`src/sv/rbd_pkg.sv`:
```
// Shared constants, types and register codes for the 2x2 box downsampler.
package rbd_pkg;

    localparam int MAX_WIDTH   = 4096;
    localparam int COL_W       = $clog2(MAX_WIDTH);
    localparam int LINE_DEPTH  = MAX_WIDTH / 2;
    localparam int ADDR_W      = $clog2(LINE_DEPTH);

    localparam int SRC_WIDTH_W  = 13;
    localparam int SRC_HEIGHT_W = 16;
    localparam int ROW_W        = 16;
    localparam int YPOS_W       = ROW_W - 1;
    localparam int WEFF_W       = (SRC_WIDTH_W > COL_W + 1) ? SRC_WIDTH_W : COL_W + 1;

    localparam int CHAN_W   = 8;
    localparam int PAIR_W   = CHAN_W + 1;
    localparam int SUM_W    = CHAN_W + 2;
    localparam int NUM_CHAN = 4;

    localparam int QUEUE_DEPTH = 2;
    localparam int QPTR_W      = $clog2(QUEUE_DEPTH);
    localparam int QCNT_W      = $clog2(QUEUE_DEPTH + 1);

    localparam int APB_ADDR_W = 3;
    localparam int PDATA_W    = 32;
    localparam int REG_IDX_W  = APB_ADDR_W - 2;

    localparam logic [REG_IDX_W-1:0] REG_WIDTH_IDX  = REG_IDX_W'(0);
    localparam logic [REG_IDX_W-1:0] REG_HEIGHT_IDX = REG_IDX_W'(1);

    typedef enum logic [1:0] {
        OP_WRITE,
        OP_COMBINE,
        OP_DIRECT
    } rbd_op_kind_t;

    typedef logic [NUM_CHAN-1:0][PAIR_W-1:0] rbd_pairs_t;
    typedef logic [NUM_CHAN-1:0][CHAN_W-1:0] rbd_pix_t;

    typedef struct packed {
        rbd_op_kind_t        kind;
        logic [ADDR_W-1:0]   addr;
        rbd_pairs_t          pairs;
        logic                last;
    } rbd_op_t;

endpackage

```
`src/sv/rbd_queue.sv`:
```
// Short FIFO of classified operations between the front and back ends.
module rbd_queue import rbd_pkg::*; (
    input  logic    clk,
    input  logic    rst_n,
    input  logic    push,
    input  rbd_op_t op_in,
    input  logic    pop,
    output rbd_op_t op_out,
    output logic    not_empty,
    output logic    full
);

    rbd_op_t           slot_reg [QUEUE_DEPTH];
    logic [QPTR_W-1:0] wr_ptr_reg, rd_ptr_reg;
    logic [QCNT_W-1:0] count_reg;

    function automatic logic [QPTR_W-1:0] bump(input logic [QPTR_W-1:0] p);
        return (p == QPTR_W'(QUEUE_DEPTH - 1)) ? '0 : p + QPTR_W'(1);
    endfunction

    assign not_empty = (count_reg != '0);
    assign full      = (count_reg == QCNT_W'(QUEUE_DEPTH));
    assign op_out    = slot_reg[rd_ptr_reg];

    always_ff @(posedge clk)
    begin
        if (push)
            slot_reg[wr_ptr_reg] <= op_in;
    end

    always_ff @(posedge clk or negedge rst_n)
    begin
        if (!rst_n)
        begin
            wr_ptr_reg <= '0;
            rd_ptr_reg <= '0;
            count_reg  <= '0;
        end
        else
        begin
            if (push)
                wr_ptr_reg <= bump(wr_ptr_reg);
            if (pop)
                rd_ptr_reg <= bump(rd_ptr_reg);
            if (push && !pop)
                count_reg <= count_reg + QCNT_W'(1);
            else if (pop && !push)
                count_reg <= count_reg - QCNT_W'(1);
        end
    end

    a_count_bounded: assert property (@(posedge clk) disable iff (!rst_n)
        count_reg <= QCNT_W'(QUEUE_DEPTH)) else $error("Queue count overflow.");

endmodule

```
`config.mk`:
```
export PLATFORM = sky130hd
export DESIGN_NAME = rbd_queue
export DESIGN_NICKNAME = d
export VERILOG_FILES = /design/src/sv/rbd_pkg.sv /design/src/sv/rbd_queue.sv
export SDC_FILE = /design/constraint.sdc
export NUM_CORES = 1
export LEC_CHECK = 0
export ABC_CLOCK_PERIOD_IN_PS = 3800
export BUFFER_PORTS_ARGS = -buffer_cell sky130_fd_sc_hd__buf_2
export CAP_MARGIN = 40
export CORE_MARGIN = 5
export CORE_UTILIZATION = 50
export DETAILED_ROUTE_END_ITERATION = 7
export PLACE_DENSITY = 0.79
export SLEW_MARGIN = 20
export SYNTH_ARGS = -nofsm -noshare
export SYNTH_HDL_FRONTEND = slang
export SYNTH_SLANG_ARGS = --single-unit
export TNS_END_PERCENT = 5
```
`constraint.sdc`:
```
create_clock -name clk -period 3.8 [get_ports clk]
set_input_delay 0.76 -clock clk [delete_from_list [all_inputs] [get_ports clk]]
set_output_delay 0.76 -clock clk [all_outputs]
set_load 0.005 [all_outputs]
```
==> results of run 1 <==
[synthesized netlist by cell type]
master	instances
mux2_4	49
nor2b_1	2
xnor2_1	1
buf_12	5
edfxtp_1	100
inv_1	1
buf_6	1
dfrtp_1	4
mux2_2	1
ha_1	1
nor2_1	1
or2_2	1
and2_1	1
xor2_1	4
[through the flow]
step / setup slack, ps / hold WS, ps / cell area (um2) / instances / power (W)
3_3_place_gp: 1430 / 464 / 4630 / 377 / 0.00268
3_5_place_dp: 1510 / 479 / 4660 / 378 / 0.00274
2_1_floorplan: 360 / 447 / 4050 / 172 / 0.00243
6_report: 1240 / 202 / 4850 / 394 / 0.00333
4_1_cts: 1200 / 184 / 4850 / 394 / 0.00338
5_1_grt: 1160 / 177 / 4850 / 394 / 0.00351
[worst max path at each step]
stage | endpoint | from | cells after the start | slack (ps)
4_1_cts | op_out[29] | rd_ptr_reg | 3 | 1200
3_5_place_dp | slot_reg[0][25] | push | 3 | 1510
2_1_floorplan | slot_reg[0][0] | push | 1 | 360
6_report | op_out[29] | rd_ptr_reg | 3 | 1240
5_1_grt | op_out[29] | rd_ptr_reg | 3 | 1160
3_3_place_gp | op_out[29] | rd_ptr_reg | 2 | 1430
[metal layers]
metal	track usage [%]	part of all wire, %	routed length (um)
met5	0	0.20	13
met4	5.28	1.3	85
met3	3.54	8.1	522
met2	23.2	52	3350
met1	15.6	39	2510
[power groups by stage]
stage / clock network (W) / registers [W] / logic (W)
global route: 0.000717 / 0.00166 / 0.00112
floorplan: 0 / 0.00161 / 0.000822
global placement: 0 / 0.00175 / 0.000928
detailed placement: 0 / 0.00167 / 0.00107
finish: 0.000645 / 0.00164 / 0.00105
CTS: 0.000665 / 0.00164 / 0.00107
[area by class of cell]
cell class                      instances  area, um2  share of cell area, %
Sequential cell                       104       3110                   64.0
Clock inverter                          7       67.6                   1.39
Timing Repair Buffer                  110        583                   12.0
Clock buffer                            9        124                   2.55
Tap cell                              102        128                   2.63
Multi-Input combinational cell         61        841                   17.3
Inverter                                1       3.75                 0.0773
[worst max-delay path, cell delays in order, from the launching register on]
cell	delay, ps
dfrtp_4	630
buf_16	320
mux2_2	380
buf_2	130
[kinds of logic (layout without fill, tap and decap cells)]
| logic type | after synthesis | count (layout) | share of synthesized area, % |
|---|---|---|---|
| xor gates and xnor gates | 5 | 5 | 1.08 |
| adders and majority gates | 1 | 1 | 0.309 |
| buffers and inverters | 7 | 127 | 2.84 |
| DFF | 104 | 104 | 76.6 |
| muxes | 50 | 50 | 18.4 |
| and+or+nand+nor | 5 | 5 | 0.711 |
==> reports/qor.yml, run 1 <==
outcome:
  status: "completed"
route:
  via_per_inst: 4.85
  antenna_left: 0
  via_count: 1912
  wire_per_inst_um: 16.4
  drt_iter0_drc: 58
  drtPass1Iterations: 4
  route.detailed.drc: 0
  wl_um: 6480
cells_and_area:
  synthToLayoutAreaGrowth_pct: 19.8
  mostFrequentLayoutCells: "buf_2 (105), edfxtp_1 (100), mux2_4 (49)"
  antenna_cells: 0
  num-fill-cells: 563
  largest_register_ff_count: 100
  nNetsFinal: 342
  layout-drive-gt1-share_pct: 61.0
  layout_commonest_cell: "buf_2"
  layout.core_utilization_pct: 62.2
sta:
  slew_viol_final: 0
  finalHoldViolations: 0
  rsz0062_at_grt: "false"
  post-route-min-period_ps: 2560
  slew_headroom_pct: 47.1
  fin_tns_setup_ps: 0
  worstMarginPinSlew_ps: 792
  max_clock_freq_mhz: 390
  setup_violations: 0
  finalCritPeriodShare_pct: 67.4
  skew_ps: 7.14
clocking:
  postCtsSetupBuffers: 0
  numCtsBuffers: 9
  clock-sinks: 104
  worstSkewPairLatency_ps: 350
  clk_pin_slew_worst_paths_ps: 90
  htreeDepth: 3
  post_cts_resized: 0
  cts_tree: "yes"
  cts_hold_buf: 0
  cts-root-buf: "clkbuf_8"
  cts.path.max_buffers: 2
worst_setup_path:
  reg2reg_depth: 2
  r2r_start: "wr_ptr_reg"
  crit_required_ps: 3040
  r2r_slack_ps: 2040
  r2r-end: "slot_reg[0][23]"
  start_kind: "flop"
  cp_max_fo: 38
  crit_type: "flop to output pin"
  crit_arrival_ps: 1800
  cp-end-kind: "output pin"
pwr:
  power_density_nw_per_um2: 686
  p_sw_share_pct: 26.7
  p_comb_share_pct: 31.4
  power.switching_w: 0.000889
  pwr-share-seq_pct: 49.2
  peakVddDrop_v: 0.000361
  clkPwrFrac_pct: 19.4
  internal_power_w: 0.00244
  leakagePower_nw: 1.98
global_route:
  grt_use_total_pct: 13.3
  grt_max_degree: 39
  grt_pass1_wl_um: 9980
  grt_pass1_vias: 2073
  antenna_found_initial: 1
  gr-total-overflow: 0
floorplanning:
  start_util_pct: 51.9
  die_area_um2: 10000
  io_pins: 106
  fp.dieW_um: 100
  die_h_um: 100
  core-area_um2: 7810
  rows: 32
synth:
  syn_area_per_cell_um2: 23.5
  syn_area_um2: 4050
  synth_top_area_cell: "edfxtp_1"
  synth_area_leaders: "edfxtp_1 (74%), mux2_4 (18%), buf_12 (2.5%), dfrtp_1 (2.5%), xor2_1 (0.86%)"
  synthCells: 172
  yosysWarnings: 0
  seq_area_frac_synth_pct: 76.6
  netlist-cell-type-count: 14
  synth_nets: 227
  synth-seq-cells: 104
  synth_top_area_share_pct: 74.1
worst_hold_path:
  holdCritPathClass: "primary input to asynchronous set/reset pin"
placed_design:
  hpwlAfterDp_um: 4610
  routabilityCongestion: 0.672
  portBuffers: 105
flow_run:
  maxCapViolCount: 0
Note: power is estimated with default switching activity, not from simulation.
==> run 2: changes to the inputs <==
--- a/config.mk
+++ b/config.mk
@@ -5,7 +5,7 @@
 export SDC_FILE = /design/constraint.sdc
 export NUM_CORES = 1
 export LEC_CHECK = 0
-export ABC_CLOCK_PERIOD_IN_PS = 3800
+export ABC_CLOCK_PERIOD_IN_PS = 2600
 export BUFFER_PORTS_ARGS = -buffer_cell sky130_fd_sc_hd__buf_2
 export CAP_MARGIN = 40
 export CORE_MARGIN = 5
==> constraint.sdc (replaced) <==
create_clock -name clk -period 2.6 [get_ports clk]
set_input_delay 0.52 -clock clk [delete_from_list [all_inputs] [get_ports clk]]
set_output_delay 0.52 -clock clk [all_outputs]
set_load 0.005 [all_outputs]
==> reports/qor.yml, run 2 (synthesis gave the netlist of run 1 again) <==
outcome:
  status: "completed"
cells_and_area:
  nNetsFinal: 343
  antenna_cells: 0
  finalInstanceArea_um2: 4840
  layout_commonest_cell: "buf_2"
  layout-drive-gt1-share_pct: 60.6
  largest_register_ff_count: 100
  synthToLayoutAreaGrowth_pct: 19.5
  mostFrequentLayoutCells: "buf_2 (105), edfxtp_1 (100), mux2_4 (49)"
  num-fill-cells: 602
clocking:
  numCtsBuffers: 9
  clock-sinks: 104
  post_cts_resized: 0
  cts_tree: "yes"
  cts.path.max_buffers: 2
  worstSkewPairLatency_ps: 350
  cts-root-buf: "clkbuf_8"
  htreeDepth: 3
  clk_pin_slew_worst_paths_ps: 90
sta:
  rsz0062_at_grt: "false"
  setup_violations: 0
  finalCritPeriodShare_pct: 92.4
  slew_headroom_pct: 65.9
  finalHoldViolations: 0
  max_clock_freq_mhz: 416
  fin_tns_setup_ps: 0
  worstMarginPinSlew_ps: 512
  slew_viol_final: 0
  skew_ps: 7.78
  post-route-min-period_ps: 2400
worst_setup_path:
  cp_max_fo: 27
  start_kind: "flop"
  cp_cell_sequence: "buf_4 -> mux2_4 -> buf_2"
  reg2reg_depth: 2
  crit_required_ps: 2080
  crit_type: "flop to output pin"
  r2r_slack_ps: 1120
  crit_slowest_cell: "dfrtp_4"
  cp-end-kind: "output pin"
  max_stage_delay_ps: 760
  crit_arrival_ps: 1880
placed_design:
  routabilityCongestion: 0.676
  hpwlAfterDp_um: 4600
  portBuffers: 105
  placed_cell_area_um2: 4670
flow_run:
  maxCapViolCount: 0
route:
  via_count: 1930
  antenna_left: 0
  drtPass1Iterations: 4
  wl_um: 6640
  route.detailed.drc: 0
  via_per_inst: 4.90
  drt_iter0_drc: 43
  wire_per_inst_um: 16.8
global_route:
  grt_max_degree: 35
  grt_pass1_wl_um: 10000
  gr-total-overflow: 0
  grt_pass1_vias: 2038
  grt_use_total_pct: 13.3
  antenna_found_initial: 0
pwr:
  power_density_nw_per_um2: 985
  peakVddDrop_v: 0.000594
  leakagePower_nw: 1.96
floorplanning:
  die_area_um2: 10000
  start_util_pct: 51.9
  die_h_um: 100
  fp.dieW_um: 100
  rows: 32
  io_pins: 106
  core-area_um2: 7810
worst_hold_path:
  holdCritPathClass: "primary input to flop"
  min_path_cells: 1
## run 2: worst max-delay path, delay by kind of cell (launching register included)
kind,cells,cell delay (ps)
buf+inv,2,440
flops,1,760
mux,1,320
## run 2: area by class of cell
type,instances,area (um2),area share [%]
tap,102,128,2.64
inverter,1,3.75,0.0776
timing repair buffer,111,598,12.4
clock buffer,10,128,2.64
clock inverter,5,35.0,0.724
sequential,104,3110,64.2
multi-input combinational,61,841,17.4
## run 2: worst paths after layout
kind / from / endpoint
hold reg to reg: count_reg[1] / count_reg[1]
min in group asynchronous: rst_n / count_reg[0]
hold / removal: op_in[48] / slot_reg[0][48]
max in group asynchronous: rst_n / rd_ptr_reg
setup reg to reg: wr_ptr_reg / slot_reg[1][49]
setup / recovery: rd_ptr_reg / op_out[33]
## run 2: per-layer routing
metal / GRT usage, % / share of wire, % / routed length (um)
met1: 15.4 / 39 / 2610
met2: 22.7 / 51 / 3360
met3: 5.00 / 9.2 / 610
met4: 4.66 / 0.86 / 57
met5: 0 / 0 / 0
## run 2: where the power goes
| group | internal, W | switching (W) | total (W) |
|---|---|---|---|
| clock network | 0.000341 | 0.000504 | 0.000846 |
| registers | 0.00223 | 0.000210 | 0.00244 |
| logic | 0.000898 | 0.000587 | 0.00149 |
## run 2: what timing repair did
item / 4_1_cts / 5_1_grt
hold buffers: 1 / 0
endpoints found under the hold margin: 4 / 0
setup buffers: 0 / 0
## run 2: stage by stage
| step | hold WS [ps] | util [%] | cells | setup slack [ps] | power [W] |
|---|---|---|---|---|---|
| after global placement | 327 | 59.8 | 378 | 584 | 0.00395 |
| after global routing | 320 | 62.0 | 394 | 104 | 0.00503 |
| after detailed placement | 335 | 59.8 | 378 | 547 | 0.00400 |
| final | 349 | 62.0 | 394 | 199 | 0.00477 |
| after CTS | 334 | 62.0 | 394 | 156 | 0.00484 |
| after floorplan | 224 | - | 172 | 333 | 0.00355 |
